### src/rtl/lrup_pkg.sv
package lrup_pkg;

  // fixed field widths of the channels
  localparam int PAGE_W  = 16;
  localparam int SLOT_W  = 2;
  localparam int FAULT_W = 32;

  localparam logic [FAULT_W-1:0] FAULT_MAX = '1;

  // per-cell update control
  typedef struct packed {
    logic shift;  // take the upper neighbor's entry
    logic load;   // take the lifted or new entry
  } cell_ctl_t;

endpackage

### src/rtl/lrup_if.sv
interface lrup_in_if;
  logic                        valid;
  logic                        ready;
  logic [lrup_pkg::PAGE_W-1:0] page_number;

  modport source (output valid, output page_number, input ready);
  modport sink (input valid, input page_number, output ready);
endinterface

interface lrup_out_if;
  logic                         valid;
  logic                         ready;
  logic                         hit;
  logic [lrup_pkg::SLOT_W-1:0]  frame_slot;
  logic                         evicted_valid;
  logic [lrup_pkg::PAGE_W-1:0]  evicted_page;
  logic [lrup_pkg::FAULT_W-1:0] faults_so_far;

  modport source (output valid, output hit, output frame_slot, output evicted_valid,
                  output evicted_page, output faults_so_far, input ready);
  modport sink (input valid, input hit, input frame_slot, input evicted_valid,
                input evicted_page, input faults_so_far, output ready);
endinterface

### src/rtl/lrup_cell.sv
module lrup_cell #(
  parameter int IDX_W     = 2,
  parameter int PAGE_BITS = 16
) (
  input  logic                  clk,
  input  logic                  valid,
  input  lrup_pkg::cell_ctl_t   ctl,
  input  logic [IDX_W-1:0]      up_idx,
  input  logic [PAGE_BITS-1:0]  up_page,
  input  logic [IDX_W-1:0]      load_idx,
  input  logic [PAGE_BITS-1:0]  load_page,
  input  logic [PAGE_BITS-1:0]  cmp_page,
  input  logic                  seen_in,
  output logic                  match,
  output logic                  seen_out,
  output logic [IDX_W-1:0]      idx,
  output logic [PAGE_BITS-1:0]  page
);

  logic [IDX_W-1:0]     idx_r;
  logic [IDX_W-1:0]     idx_nxt;
  logic [PAGE_BITS-1:0] page_r;
  logic [PAGE_BITS-1:0] page_nxt;

  assign match    = valid && (page_r == cmp_page);
  // hit seen at this position or any lower one
  assign seen_out = seen_in | match;
  assign idx      = idx_r;
  assign page     = page_r;

  always_comb begin
    idx_nxt  = idx_r;
    page_nxt = page_r;
    if (ctl.load) begin
      idx_nxt  = load_idx;
      page_nxt = load_page;
    end else if (ctl.shift) begin
      idx_nxt  = up_idx;
      page_nxt = up_page;
    end
  end

  always_ff @(posedge clk) begin
    idx_r  <= idx_nxt;
    page_r <= page_nxt;
  end

endmodule

### src/rtl/lru_page_replacement.sv
// channel | dir | payload                                               | beat when
// in_ch   | in  | page_number                                           | valid && ready
// out_ch  | out | hit, frame_slot, evicted_valid, evicted_page, faults  | valid && ready
//
// one reference per cycle unless a held result stalls input: the match across all cells
// and the one-step shift of the recency chain both finish in the accepting cycle;
// result is registered and shows in the cycle after the input beat.
// rst_n (synchronous) empties the frames and clears the fault count.
// an unaccepted result stalls input; accepting the result frees the register at once.
module lru_page_replacement #(
  parameter int NUM_FRAMES = 4,
  parameter int PAGE_BITS  = 16
) (
  input logic      clk,
  input logic      rst_n,
  lrup_in_if.sink  in_ch,
  lrup_out_if.source out_ch
);

  localparam int IDX_W = (NUM_FRAMES > 1) ? $clog2(NUM_FRAMES) : 1;
  localparam int CNT_W = $clog2(NUM_FRAMES + 1);

  logic [CNT_W-1:0]                filled_r;
  logic [CNT_W-1:0]                filled_nxt;
  logic [lrup_pkg::FAULT_W-1:0]    fault_r;
  logic [lrup_pkg::FAULT_W-1:0]    fault_nxt;
  logic                            out_valid_r;
  logic                            out_valid_nxt;
  logic                            hit_r;
  logic [lrup_pkg::SLOT_W-1:0]     slot_r;
  logic                            ev_valid_r;
  logic [lrup_pkg::PAGE_W-1:0]     ev_page_r;

  logic                            go;
  logic                            any_hit;
  logic                            full;
  logic                            lift;
  logic [PAGE_BITS-1:0]            req_page;
  logic [IDX_W-1:0]                hit_idx;
  logic [IDX_W-1:0]                new_idx;

  logic [NUM_FRAMES-1:0]           valid;
  logic [NUM_FRAMES-1:0]           match;
  logic [NUM_FRAMES:0]             seen;
  logic [IDX_W-1:0]                cell_idx  [NUM_FRAMES];
  logic [PAGE_BITS-1:0]            cell_page [NUM_FRAMES];
  lrup_pkg::cell_ctl_t             ctl       [NUM_FRAMES];

  assign in_ch.ready = !out_valid_r || out_ch.ready;
  assign go          = in_ch.valid && in_ch.ready;
  assign req_page    = PAGE_BITS'(in_ch.page_number);
  assign full        = (filled_r == CNT_W'(NUM_FRAMES));
  assign any_hit     = seen[NUM_FRAMES];
  // hit or full miss moves an entry to the top of the chain
  assign lift        = any_hit || full;
  assign seen[0]     = 1'b0;

  always_comb begin
    hit_idx = '0;
    for (int i = 0; i < NUM_FRAMES; i++) begin
      if (match[i]) hit_idx = hit_idx | cell_idx[i];
    end
  end

  always_comb begin
    if (any_hit) new_idx = hit_idx;
    else if (full) new_idx = cell_idx[0];
    else new_idx = filled_r[IDX_W-1:0];
  end

  for (genvar g = 0; g < NUM_FRAMES; g++) begin : g_cell
    logic [IDX_W-1:0]     up_idx;
    logic [PAGE_BITS-1:0] up_page;

    assign valid[g] = CNT_W'(g) < filled_r;

    if (g == NUM_FRAMES - 1) begin : g_top
      assign up_idx  = new_idx;
      assign up_page = req_page;
    end else begin : g_mid
      assign up_idx  = cell_idx[g+1];
      assign up_page = cell_page[g+1];
    end

    // on a hit only the entries from the hit position up shift down
    always_comb begin
      ctl[g].shift = go && lift && (!any_hit || seen[g+1]) && (CNT_W'(g + 1) < filled_r);
      ctl[g].load  = go && ((lift && (CNT_W'(g + 1) == filled_r)) ||
                            (!lift && (CNT_W'(g) == filled_r)));
    end

    lrup_cell #(
      .IDX_W    (IDX_W),
      .PAGE_BITS(PAGE_BITS)
    ) u_cell (
      .clk      (clk),
      .valid    (valid[g]),
      .ctl      (ctl[g]),
      .up_idx   (up_idx),
      .up_page  (up_page),
      .load_idx (new_idx),
      .load_page(req_page),
      .cmp_page (req_page),
      .seen_in  (seen[g]),
      .match    (match[g]),
      .seen_out (seen[g+1]),
      .idx      (cell_idx[g]),
      .page     (cell_page[g])
    );
  end

  always_comb begin
    filled_nxt    = filled_r;
    fault_nxt     = fault_r;
    out_valid_nxt = out_valid_r;
    if (out_ch.ready) out_valid_nxt = 1'b0;
    if (go) begin
      out_valid_nxt = 1'b1;
      if (!any_hit) begin
        if (fault_r != lrup_pkg::FAULT_MAX) fault_nxt = fault_r + 1'b1;
        if (!full) filled_nxt = filled_r + 1'b1;
      end
    end
  end

  always_ff @(posedge clk) begin
    if (!rst_n) begin
      filled_r    <= '0;
      fault_r     <= '0;
      out_valid_r <= 1'b0;
    end else begin
      filled_r    <= filled_nxt;
      fault_r     <= fault_nxt;
      out_valid_r <= out_valid_nxt;
    end
  end

  always_ff @(posedge clk) begin
    if (go) begin
      hit_r      <= any_hit;
      slot_r     <= lrup_pkg::SLOT_W'(new_idx);
      ev_valid_r <= !any_hit && full;
      ev_page_r  <= (!any_hit && full) ? lrup_pkg::PAGE_W'(cell_page[0]) : '0;
    end
  end

  assign out_ch.valid         = out_valid_r;
  assign out_ch.hit           = hit_r;
  assign out_ch.frame_slot    = slot_r;
  assign out_ch.evicted_valid = ev_valid_r;
  assign out_ch.evicted_page  = ev_page_r;
  assign out_ch.faults_so_far = fault_r;

endmodule

### src/flat_wrapper.sv
// flat-port wrapper written by rule: the top's interface ports become plain ports
module lru_page_replacement_flat 
#(
  parameter int NUM_FRAMES = 4,
  parameter int PAGE_BITS  = 16
)
  (clk, rst_n, in_ch_valid, in_ch_page_number, in_ch_ready, out_ch_valid, out_ch_hit, out_ch_frame_slot, out_ch_evicted_valid, out_ch_evicted_page, out_ch_faults_so_far, out_ch_ready);
  lrup_in_if in_ch_i ();
  lrup_out_if out_ch_i ();
  input logic clk;
  input logic rst_n;
  input wire logic [$bits(in_ch_i.valid)-1:0] in_ch_valid;
  input wire logic [$bits(in_ch_i.page_number)-1:0] in_ch_page_number;
  output wire logic [$bits(in_ch_i.ready)-1:0] in_ch_ready;
  output wire logic [$bits(out_ch_i.valid)-1:0] out_ch_valid;
  output wire logic [$bits(out_ch_i.hit)-1:0] out_ch_hit;
  output wire logic [$bits(out_ch_i.frame_slot)-1:0] out_ch_frame_slot;
  output wire logic [$bits(out_ch_i.evicted_valid)-1:0] out_ch_evicted_valid;
  output wire logic [$bits(out_ch_i.evicted_page)-1:0] out_ch_evicted_page;
  output wire logic [$bits(out_ch_i.faults_so_far)-1:0] out_ch_faults_so_far;
  input wire logic [$bits(out_ch_i.ready)-1:0] out_ch_ready;
  assign in_ch_i.valid = in_ch_valid;
  assign in_ch_i.page_number = in_ch_page_number;
  assign in_ch_ready = in_ch_i.ready;
  assign out_ch_valid = out_ch_i.valid;
  assign out_ch_hit = out_ch_i.hit;
  assign out_ch_frame_slot = out_ch_i.frame_slot;
  assign out_ch_evicted_valid = out_ch_i.evicted_valid;
  assign out_ch_evicted_page = out_ch_i.evicted_page;
  assign out_ch_faults_so_far = out_ch_i.faults_so_far;
  assign out_ch_i.ready = out_ch_ready;
  lru_page_replacement #(.NUM_FRAMES(NUM_FRAMES), .PAGE_BITS(PAGE_BITS)) u_core (.clk(clk), .rst_n(rst_n), .in_ch(in_ch_i), .out_ch(out_ch_i));
endmodule
### config.mk
export PLATFORM = sky130hd
export DESIGN_NAME = lru_page_replacement_flat
export DESIGN_NICKNAME = d
export VERILOG_FILES = /design/src/rtl/lrup_pkg.sv /design/src/rtl/lrup_if.sv /design/src/rtl/lrup_cell.sv /design/src/rtl/lru_page_replacement.sv /design/src/flat_wrapper.sv
export SDC_FILE = /design/constraint.sdc
export NUM_CORES = 1
export LEC_CHECK = 0
export CAP_MARGIN = 20
export CORE_UTILIZATION = 65
export DETAILED_ROUTE_END_ITERATION = 7
export DONT_BUFFER_PORTS = 1
export GPL_TIMING_DRIVEN = 0
export HOLD_SLACK_MARGIN = 0.02
export MAX_ROUTING_LAYER = met4
export PLACE_DENSITY = 0.85
export SYNTH_ARGS = -nofsm -noshare
export SYNTH_HDL_FRONTEND = slang
export SYNTH_SLANG_ARGS = --single-unit
### constraint.sdc
create_clock -name clk -period 10.35 [get_ports clk]
set_input_delay 1.035 -clock clk [delete_from_list [all_inputs] [get_ports clk]]
set_output_delay 1.035 -clock clk [all_outputs]
set_load 0.01 [all_outputs]
==> results of run 1 <==
==> worst max-delay path, cell delays in order <==
cell and delay, ns:
buf_2 0.17, xnor2_1 0.25, nand2_1 0.10, nor4bb_1 0.35, nand4_1 0.36, nand4_4 0.31
mux2i_4 0.50, buf_6 0.24, nand2b_1 0.66
==> report_power, final <==
part	switching, uW	leakage (uW)	internal [uW]
Clock	223	0.000271	340
Combinational	62.0	0.00112	41.1
Sequential	12.4	0.00115	568
Total	298	0.00254	949
==> area by class of cell <==
class,instances,area [sq um],share of cell area
tap,136,170,0.0224
inverter,13,48.8,0.00641
multi-input combinational,406,3120,0.409
buffer,39,223,0.0293
sequential,128,3480,0.458
clock inverter,15,146,0.0192
clock buffer,17,414,0.0544
timing repair buffer,1,11.3,0.00148
==> cells in the final DEF (no fill, tap or decap), drive strengths merged, types with 2 or more instances in the layout <==
master and n:
nand2b 11, nand2 35, a22oi 2, nor4b 6
nor3 15, nand3b 2, and4 3, buf 27
xnor2 36, nand4 20, nand3 32, clkinvlp 3
edfxtp 92, dfxtp 36, and3 9, nor4bb 2
o21ai 6, o31ai 17, inv 13, or3 4
o21bai 2, mux2 55, o41ai 2, nor4 11
nor2 11, xor2 29, bufinv 2, clkinv 10
a21oi 28, nand4bb 2, clkbuf 30, ha 4
and2 19, or4 19, mux2i 14
==> synth_stat cells (2+ instances only) <==
cell / number
nor2_1: 11
or3_1: 4
clkbuf_1: 13
mux2_2: 27
and2_1: 19
xnor2_1: 35
nand3_1: 31
nand3b_1: 2
dfxtp_1: 36
nand2b_1: 11
nor3_1: 15
buf_4: 5
buf_2: 16
edfxtp_1: 92
mux2i_4: 2
nor4bb_1: 2
xor2_1: 29
o41ai_1: 2
mux2i_1: 12
o31ai_1: 17
o21bai_1: 2
inv_1: 12
nor4_1: 11
nor4b_1: 6
mux2_4: 18
nand4_1: 19
a21oi_1: 28
nand2_1: 35
or4_1: 19
o21ai_0: 5
and4_1: 3
ha_1: 4
mux2_1: 10
buf_6: 5
and3_1: 9
==> worst max-delay path by stage <==
stage,from,end,depth (start not counted)
4_1_cts,in_ch_page_number[10],u_core.g_cell[0].u_cell.page[8],9
6_report,in_ch_page_number[10],u_core.g_cell[0].u_cell.page[14],9
2_1_floorplan,in_ch_page_number[13],u_core.g_cell[2].u_cell.idx[0],7
3_5_place_dp,in_ch_page_number[10],u_core.g_cell[0].u_cell.page[7],9
5_1_grt,in_ch_page_number[10],u_core.g_cell[0].u_cell.page[14],9
3_3_place_gp,in_ch_page_number[10],u_core.g_cell[2].u_cell.page[14],8
==> flip-flops by register name, summed over array words and instances (netlist names) <==
signal                       cells
u_core.out_ch.valid              1
u_core.filled_r                  3
u_core.out_ch.evicted_page      16
u_core.out_ch.frame_slot         2
u_core.out_ch.evicted_valid      1
u_core.g_cell.u_cell.page       64
u_core.out_ch.faults_so_far     32
u_core.g_cell.u_cell.idx         8
u_core.out_ch.hit                1
==> cell families after synthesis <==
kind of cell               Yosys count  synth area share
DFF                                128             0.508
AOI/OAI and AO/OA                   63            0.0581
muxes                               69             0.124
xor gates and xnor gates            65            0.0842
buffers and inverters               52            0.0396
and+or+nand+nor                    205             0.178
adders and majority gates            4           0.00731
==> metrics by stage <==
step	std cells	power (uW)	instance area [sq um]
3_3_place_gp	722	686	7020
4_1_cts	755	1250	7610
6_report	755	1250	7610
5_1_grt	755	1280	7610
3_5_place_dp	723	691	7050
2_1_floorplan	586	665	6850
==> per-layer routing <==
layer	share of wire	GRT usage	vias to the layer above	routed length [um]
met2	0.46	0.448	273	7220
met4	0.020	0.116	0	318
li1	-	-	2233	-
met5	0	-	-	0
met1	0.43	0.405	2334	6780
met3	0.082	0.0692	37	1280
==> flow_summary.json, run 1 <==
{
  "drc": 0,
  "dpl.hpwl_mm": 11.2,
  "min_to": "u_core.out_ch.faults_so_far[28]",
  "fmax_mhz": 260,
  "hold_slack_ns": 0.522,
  "syn2layout_area_growth_pct": 11.1,
  "cts_tree": "yes",
  "r2r-end": "u_core.g_cell[0].u_cell.page[14]",
  "finalCriticalPeriod_ns": 3.85,
  "routed_wl_mm": 15.6,
  "synthCells": 586,
  "fillers": 696,
  "worstPathMaxFanout": 18,
  "hold_viol_final": 0,
  "overflow": 0,
  "start_util": 0.667,
  "setup_tns_ns": 0,
  "ant_nets": 0,
  "powerDensity_nw_per_um2": 164,
  "ctsResizeCount": 0,
  "ys_warn_count": 0,
  "drtPass1Iterations": 7,
  "rsz0062_at_grt": "no",
  "antenna_found_initial": 0,
  "critPathArrivalTime_ns": 4.00,
  "drtIter0Drc": 594,
  "htreeDepth": 4,
  "setup_ws_ns": 6.50,
  "yosysSeqAreaShare": 0.508,
  "drive_gt1_frac": 0.183,
  "worstSetupEndpointType": "register",
  "worstHoldStart": "u_core.out_ch.faults_so_far[28]",
  "viasPerCell": 6.46,
  "cts_buffers": 17,
  "synth_area_leader_cell": "edfxtp_1",
  "antenna_cells": 0,
  "synth_cell_types": 54,
  "drv_slew": 0,
  "maxCapViolCount": 0,
  "ios": 74,
  "grtUsageTotal": 0.302,
  "peakVddDrop_mv": 0.111,
  "outcome": "complete, no violations",
  "async_reset_ff_frac": 0,
  "post-route-util": 0.741,
  "wire_per_inst_um": 20.7,
  "cts_hold_buf": 0,
  "synth_area_sq_um": 6850,
  "min_path_type": "register to register",
  "std_cell_rows": 37,
  "path_clk_slew_ns": 0.06,
  "die_height_um": 105,
  "die_w_um": 105,
  "timing.rr.start": "u_core.filled_r[1]",
  "synth.net_count": 610,
  "clockBufferDepth": 2,
  "synth_enable_flop_cells": 92,
  "ys_ff_latch": 128,
  "reg2reg_slack_ns": 6.72,
  "worstSkewPairLatency_ns": 0.52,
  "gp_congestion": 0.902,
  "slew_headroom": 0.373,
  "min_path_cells": 2,
  "ff2ff_path_depth": 8,
  "fin_skew_ns": 0.00646,
  "grt_pass1_wl_mm": 24.5,
  "setup_violations": 0,
  "root_buffer": "clkbuf_8",
  "syn_avg_cell_area_sq_um": 11.7,
  "synth-main-ff-cell": "edfxtp_1",
  "grt_pass1_vias": 4765,
  "post_cts_buffers": 0,
  "worst_pin_slew_ns": 0.941,
  "post-place-ws_ns": 6.07,
  "io_buffer_count": 0,
  "nets": 630,
  "yosysTopAreaCellShare": 0.403,
  "startpoint_type": "primary input",
  "cp_data_required_time_ns": 10.50,
  "synth_top_cells_by_area": "edfxtp_1 (40%), dfxtp_1 (11%), xnor2_1 (4.5%), mux2_2 (4.4%), mux2_4 (3.9%)",
  "p_leak_uw": 0.00254,
  "numClockSinks": 128,
  "criticalPathCategory": "primary input to register",
  "die-area_sq_um": 11000,
  "vias": 4877,
  "grt_max_degree": 23,
  "core_area_sq_um": 10300,
  "post-route-period-util": 0.372
}
No activity file was read; power rests on OpenSTA's default activity.
==> run 2: changes to the inputs <==
--- a/config.mk
+++ b/config.mk
@@ -6,13 +6,13 @@
 export NUM_CORES = 1
 export LEC_CHECK = 0
 export CAP_MARGIN = 20
-export CORE_UTILIZATION = 65
+export CORE_UTILIZATION = 58
 export DETAILED_ROUTE_END_ITERATION = 7
 export DONT_BUFFER_PORTS = 1
 export GPL_TIMING_DRIVEN = 0
 export HOLD_SLACK_MARGIN = 0.02
 export MAX_ROUTING_LAYER = met4
-export PLACE_DENSITY = 0.85
+export PLACE_DENSITY = 0.8
 export SYNTH_ARGS = -nofsm -noshare
 export SYNTH_HDL_FRONTEND = slang
 export SYNTH_SLANG_ARGS = --single-unit
==> constraint.sdc (replaced) <==
create_clock -name clk -period 3.45 [get_ports clk]
set_input_delay 0.345 -clock clk [delete_from_list [all_inputs] [get_ports clk]]
set_output_delay 0.345 -clock clk [all_outputs]
set_load 0.01 [all_outputs]
==> run 2 against run 1 <==
  * Worst setup slack got worse by 6.2 ns
  * Power increased to 3.2 times the previous value
  * Combinational power grew to 3.2 times the previous value
  * Hold slack worse by 0.48 ns
  * Final cell count grew 2.9%
  * Sequential power increased to 3.0 times the previous value
  * Clock power grew to 3.4 times the previous value
  * Clock skew up 0.00052 ns
  * Via count up 0.27%
  * Critical path depth is 1 lower
  * Register-to-register slack lost 6.5 ns
  * Critical endpoint is now u_core.g_cell[0].u_cell.page[8]
==> flow_summary.json, run 2 (same netlist as run 1, synthesis figures left out) <==
{
  "outcome": "complete, no violations",
  "die_height_um": 111,
  "reg2reg_slack_ns": 0.25,
  "worstSetupEndpointType": "register",
  "die_w_um": 111,
  "routed.top_layer": "met4",
  "grt_max_degree": 23,
  "fmax_mhz": 313,
  "gp_congestion": 0.903,
  "nets": 646,
  "cp_data_required_time_ns": 3.57,
  "fillers": 798,
  "wl_met1_mm": 6.89,
  "routed_wl_mm": 15.6,
  "dpl.hpwl_mm": 11.2,
  "p_total_uw": 3970,
  "drv_slew": 0,
  "setup_tns_ns": 0,
  "antenna_found_initial": 0,
  "std_cell_rows": 39,
  "start_util": 0.597,
  "critPathArrivalTime_ns": 3.31,
  "stdcell_area_sq_um": 7860,
  "antenna_cells": 0,
  "multi_input_area_sq_um": 3140,
  "criticalPathCategory": "register to register",
  "critPathLaunch": "u_core.filled_r[1]",
  "core_area_sq_um": 11500,
  "slew_headroom": 0.391,
  "path_clk_slew_ns": 0.05,
  "r2r-end": "u_core.g_cell[0].u_cell.page[8]",
  "fin_skew_ns": 0.00698,
  "syn2layout_area_growth_pct": 14.8,
  "p_leak_uw": 0.00264,
  "drtIter0Drc": 554,
  "htreeDepth": 4,
  "startpoint_type": "register",
  "finalCriticalPeriod_ns": 3.20,
  "vias": 4890,
  "ios": 74,
  "wire_per_inst_um": 20.0,
  "io_buffer_count": 0,
  "cts_buffers": 17,
  "root_buffer": "clkbuf_16",
  "overflow": 0,
  "drc": 0,
  "wl_met3_mm": 1.11,
  "mostFrequentLayoutCell": "edfxtp_1",
  "drive_gt1_frac": 0.177,
  "cts_tree": "yes",
  "powerDensity_nw_per_um2": 505,
  "rsz0062_at_grt": "no",
  "wl_met2_mm": 7.08,
  "maxCapViolCount": 0,
  "peakVddDrop_mv": 0.439,
  "grt_pass1_wl_mm": 25.3,
  "worstPathMaxFanout": 18,
  "worst_pin_slew_ns": 0.901,
  "hold_viol_final": 0,
  "drtPass1Iterations": 5,
  "clockBufferDepth": 2,
  "setup_violations": 0,
  "die-area_sq_um": 12200,
  "regArea_sq_um": 3480,
  "numClockSinks": 128,
  "largest_register_ffs": 64,
  "post_cts_buffers": 0,
  "placed_area_sq_um": 7060,
  "min_path_type": "primary input to register",
  "ff2ff_path_depth": 8,
  "post-route-period-util": 0.927,
  "grt_pass1_vias": 4911,
  "viasPerCell": 6.29,
  "timing.rr.start": "u_core.filled_r[1]",
  "mostFrequentLayoutCells": "edfxtp_1 (92), dfxtp_1 (36), nand2_1 (35), xnor2_1 (35), nand3_1 (31)",
  "final_cells": 777,
  "dp_cells": 730,
  "worstSkewPairLatency_ns": 0.43,
  "grtUsageTotal": 0.276,
  "ant_nets": 0,
  "crit_end": "u_core.g_cell[0].u_cell.page[8]"
}
run 2: cell count changes in the layout (fill, tap and decap cells not counted), moves of 2 or more:
cell / delta
clkinv_2: -2
bufinv_16: +3
clkinv_4: -3
clkinvlp_4: -2
dlygate4sd3_1: +16
clkinv_1: +3
run 2: how the worst min path moves through the flow:
stage	start	to	slack, ns	cells after the start
2_1_floorplan	in_ch_page_number[0]	u_core.g_cell[3].u_cell.page[0]	0.44	0
3_3_place_gp	in_ch_page_number[3]	u_core.g_cell[3].u_cell.page[3]	0.44	0
3_5_place_dp	in_ch_page_number[8]	u_core.g_cell[3].u_cell.page[8]	0.44	0
4_1_cts	in_ch_valid	u_core.out_ch.valid	0.03	2
5_1_grt	in_ch_valid	u_core.out_ch.valid	0.06	2
6_report	in_ch_valid	u_core.out_ch.valid	0.05	2
run 2: where the power goes:
| part | total [uW] | leakage [uW] | internal (uW) | switching [uW] |
|---|---|---|---|---|
| clock network | 1900 | 0.000302 | 1260 | 642 |
| registers | 1740 | 0.00115 | 1700 | 36.0 |
| logic | 325 | 0.00118 | 137 | 188 |
| total | 3970 | 0.00264 | 3100 | 867 |
run 2: worst max-delay path, stage by stage (launching register included):
cell and delay (ns):
dfxtp_1 0.36, clkbuf_1 0.34, nor3_1 0.18, nor4b_1 0.36, nand4_1 0.34, nand4_4 0.29, mux2i_4 0.48, buf_6 0.24
nand2b_4 0.28
run 2: final cells by class:
cell class,instances,area share
plain buffers,39,0.0283
clock buffers,17,0.0541
clock inverters,14,0.0250
inverters,13,0.00621
multi-input cells,406,0.399
flip-flops and latches,128,0.443
well taps,143,0.0228
repair buffers,17,0.0218
run 2: per-layer routing:
metal | up-vias | track usage
met4 | 0 | 0.146
met3 | 47 | 0.0629
met2 | 250 | 0.413
met5 | - | -
met1 | 2324 | 0.352
li1 | 2269 | -
run 2: metrics by stage:
stage,hold WS (ns),util,setup slack (ns)
after floorplan,0.444,-,0.0175
after global placement,0.444,0.613,-0.795
after detailed placement,0.444,0.616,-0.0856
after CTS,0.0338,0.684,0.0391
after global routing,0.0637,0.686,0.0442
final,0.0450,0.686,0.253
run 2: repair_timing:
item,CTS,global route
endpoints found under the hold margin,16,0
endpoints found under the setup margin,18,37
resized for setup,1,4
hold buffers,16,0
==> run 3: changes to the inputs <==
--- a/config.mk
+++ b/config.mk
@@ -15,4 +15,5 @@
 export PLACE_DENSITY = 0.8
 export SYNTH_ARGS = -nofsm -noshare
 export SYNTH_HDL_FRONTEND = slang
+export SYNTH_HIERARCHICAL = 1
 export SYNTH_SLANG_ARGS = --single-unit
==> run 3 against run 2 <==
  * The run now ends with negative setup slack left
  * Register-to-register slack worse by 0.56 ns
  * Sequential power is essentially flat
  * Count of clock-buffer cells in the layout increased by 1
  * Sequential share of layout area decreased by 0.98 points
  * Global-route usage hardly changed
==> flow_summary.json, run 3 <==
{
  "fillers": 645,
  "peakVddDrop_mv": 0.574,
  "clockBufferDepth": 2,
  "synth.net_count": 577,
  "root_buffer": "clkbuf_16",
  "htreeDepth": 4,
  "grt_max_degree": 22,
  "min_path_type": "primary input to register",
  "worstSetupEndpointType": "register",
  "dpl.hpwl_mm": 9.67,
  "hold_viol_final": 0,
  "viasPerCell": 6.70,
  "syn_avg_cell_area_sq_um": 12.0,
  "vias": 5035,
  "mostFrequentLayoutCell": "edfxtp_1",
  "overflow": 0,
  "ant_nets": 0,
  "die_height_um": 109,
  "die_w_um": 109,
  "largest_register_ffs": 64,
  "ys_warn_count": 6,
  "drtIter0Drc": 543,
  "setup_tns_ns": -21.78,
  "placed_area_sq_um": 6840,
  "synth_area_sq_um": 6650,
  "gp_congestion": 0.878,
  "fin_skew_ns": 0.00937,
  "worstPathMaxFanout": 9,
  "maxCapViolCount": 0,
  "regArea_sq_um": 3490,
  "antenna_cells": 0,
  "critPathArrivalTime_ns": 3.88,
  "synth-main-ff-cell": "edfxtp_1",
  "start_util": 0.603,
  "post-route-util": 0.730,
  "wire_per_inst_um": 23.6,
  "drive_gt1_frac": 0.295,
  "grt_pass1_vias": 4670,
  "stdcell_area_sq_um": 8050,
  "timing.rr.start": "u_core/g_cell[1].u_cell/page[13]",
  "min_path_cells": 2,
  "antenna_found_initial": 0,
  "slew_headroom": 0.437,
  "worstSkewPairLatency_ns": 0.42,
  "mostFrequentLayoutCells": "edfxtp_1 (92), mux2_2 (41), xnor2_1 (35), xor2_1 (35), dfxtp_1 (35)",
  "routed_wl_mm": 17.7,
  "syn2layout_area_growth_pct": 21.0,
  "fmax_mhz": 266,
  "outcome": "finished, violations left",
  "core_area_sq_um": 11000,
  "std_cell_rows": 38,
  "worst_pin_slew_ns": 0.843,
  "cts_buffers": 17,
  "yosysSeqAreaShare": 0.524,
  "synth_top_cells_by_area": "edfxtp_1 (42%), mux2_2 (12%), dfxtp_1 (11%), xnor2_1 (4.6%), xor2_1 (4.6%)",
  "io_buffer_count": 0,
  "grt_pass1_wl_mm": 23.9,
  "post-route-period-util": 1.09,
  "cp_data_required_time_ns": 3.57,
  "cts_tree": "yes",
  "startpoint_type": "register",
  "async_reset_ff_frac": 0,
  "ff2ff_path_depth": 13,
  "synth_cell_types": 50,
  "drv_slew": 0,
  "nets": 622,
  "drc": 0,
  "multi_input_area_sq_um": 3320,
  "grtUsageTotal": 0.277,
  "synthCells": 553,
  "powerDensity_nw_per_um2": 472,
  "setup_ws_ns": -0.310,
  "finalCriticalPeriod_ns": 3.76,
  "worstHoldStart": "in_ch_valid",
  "numClockSinks": 128,
  "p_leak_uw": 0.00280,
  "path_clk_slew_ns": 0.06,
  "yosysTopAreaCellShare": 0.415,
  "r2r-end": "u_core/g_cell[1].u_cell/page[7]",
  "synth_area_leader_cell": "edfxtp_1",
  "reg2reg_slack_ns": -0.31,
  "setup_violations": 122,
  "violations": "negative setup slack",
  "drtPass1Iterations": 5,
  "criticalPathCategory": "register to register",
  "die-area_sq_um": 11900,
  "synth.most_common_cell": "edfxtp_1",
  "ys_ff_latch": 128,
  "ios": 74,
  "synth_enable_flop_cells": 92,
  "cts_hold_buf": 0,
  "rsz0062_at_grt": "yes",
  "yosys-top-cells-count": "edfxtp_1 (92), mux2_2 (72), dfxtp_1 (36), xnor2_1 (35), xor2_1 (35)",
  "min_to": "u_core/out_ch.valid",
  "p_total_uw": 3800
}
[run 3: cell types whose count changed after synthesis, moves of 7 or more]
cell / delta
mux2i_1: -11
nand3_1: -12
mux2_2: +45
nand2_1: -9
o21ai_0: +8
o31ai_1: -8
nor3_1: -9
mux2_1: -10
or3_1: +7
nand2b_1: -8
mux2_4: -18
[run 3: worst max-delay path by stage]
stage	start	end	slack (ns)	depth (start not counted)
final	u_core/g_cell[1].u_cell/page[13]	u_core/g_cell[1].u_cell/page[7]	-0.31	13
after global placement	u_core/g_cell[0].u_cell/page[5]	u_core/g_cell[2].u_cell/page[5]	-0.61	17
after CTS	u_core/g_cell[0].u_cell/page[8]	u_core/g_cell[2].u_cell/page[5]	-0.03	17
after floorplan	u_core/g_cell[0].u_cell/page[14]	u_core/g_cell[2].u_cell/page[10]	0.09	17
after global routing	u_core/g_cell[0].u_cell/page[8]	u_core/g_cell[2].u_cell/page[15]	-0.32	16
after detailed placement	u_core/g_cell[0].u_cell/page[5]	u_core/g_cell[2].u_cell/page[8]	-0.63	17
[run 3: timing repair]
action / 4_1_cts / 5_1_grt
buffers inserted: 11 / 7
endpoints found under the setup margin: 166 / 171
pin swaps: 9 / 5
cloned: 5 / 5
resized for setup: 31 / 66
[run 3: cell type report]
| cell class | instances | area share |
|---|---|---|
| buffer | 21 | 0.0222 |
| inverter | 15 | 0.00700 |
| clock buffer | 18 | 0.0533 |
| multi-input combinational | 394 | 0.412 |
| tap | 140 | 0.0218 |
| sequential | 128 | 0.433 |
| clock inverter | 14 | 0.0207 |
| timing repair buffer | 21 | 0.0298 |
[run 3: logic make-up (layout without fill, tap and decap cells)]
family,Yosys count,count (layout),synth area share
DFF,128,128,0.524
adders and majority gates,4,4,0.00752
muxes,73,73,0.123
buffers and inverters,38,89,0.0254
and+or+nand+nor,163,169,0.150
AOI/OAI and AO/OA,76,77,0.0777
other,1,1,0.000564
xor gates and xnor gates,70,70,0.0921
[run 3: layer usage]
metal  vias to the layer above  GRT usage  routed length [um]  part of all wire
li1                       2186          -                   -                 -
met1                      2451      0.317                6540              0.37
met2                       322      0.447                8990              0.51
met3                        76     0.0747                1460             0.082
met4                         0      0.136                 742             0.042
met5                         -          -                   0                 0
[run 3: power by group]
part           total [uW]  switching (uW)  leakage [uW]  internal (uW)
Clock                1810             682      0.000284           1130
Combinational         269             138       0.00137            131
Sequential           1710            29.9       0.00115           1680
[run 3: worst max-delay path, cell delays in order (launching register included)]
cell,delay (ns)
edfxtp_1,0.43
xor2_1,0.19
nor4_1,0.34
nand2_1,0.20
o41ai_2,0.48
inv_1,0.18
o41ai_4,0.12
inv_1,0.16
o41ai_4,0.14
buf_6,0.22
and2_1,0.16
nand3_1,0.14
a21oi_1,0.39
or2_4,0.30
[run 3: metrics by stage]
stage / worst slack [ns] / hold WS [ns] / cells
floorplan: 0.0876 / 0.466 / 553
global placement: -0.606 / 0.470 / 693
detailed placement: -0.633 / 0.493 / 693
CTS: -0.0341 / 0.0635 / 741
global route: -0.317 / 0.0741 / 751
finish: -0.310 / 0.0636 / 751
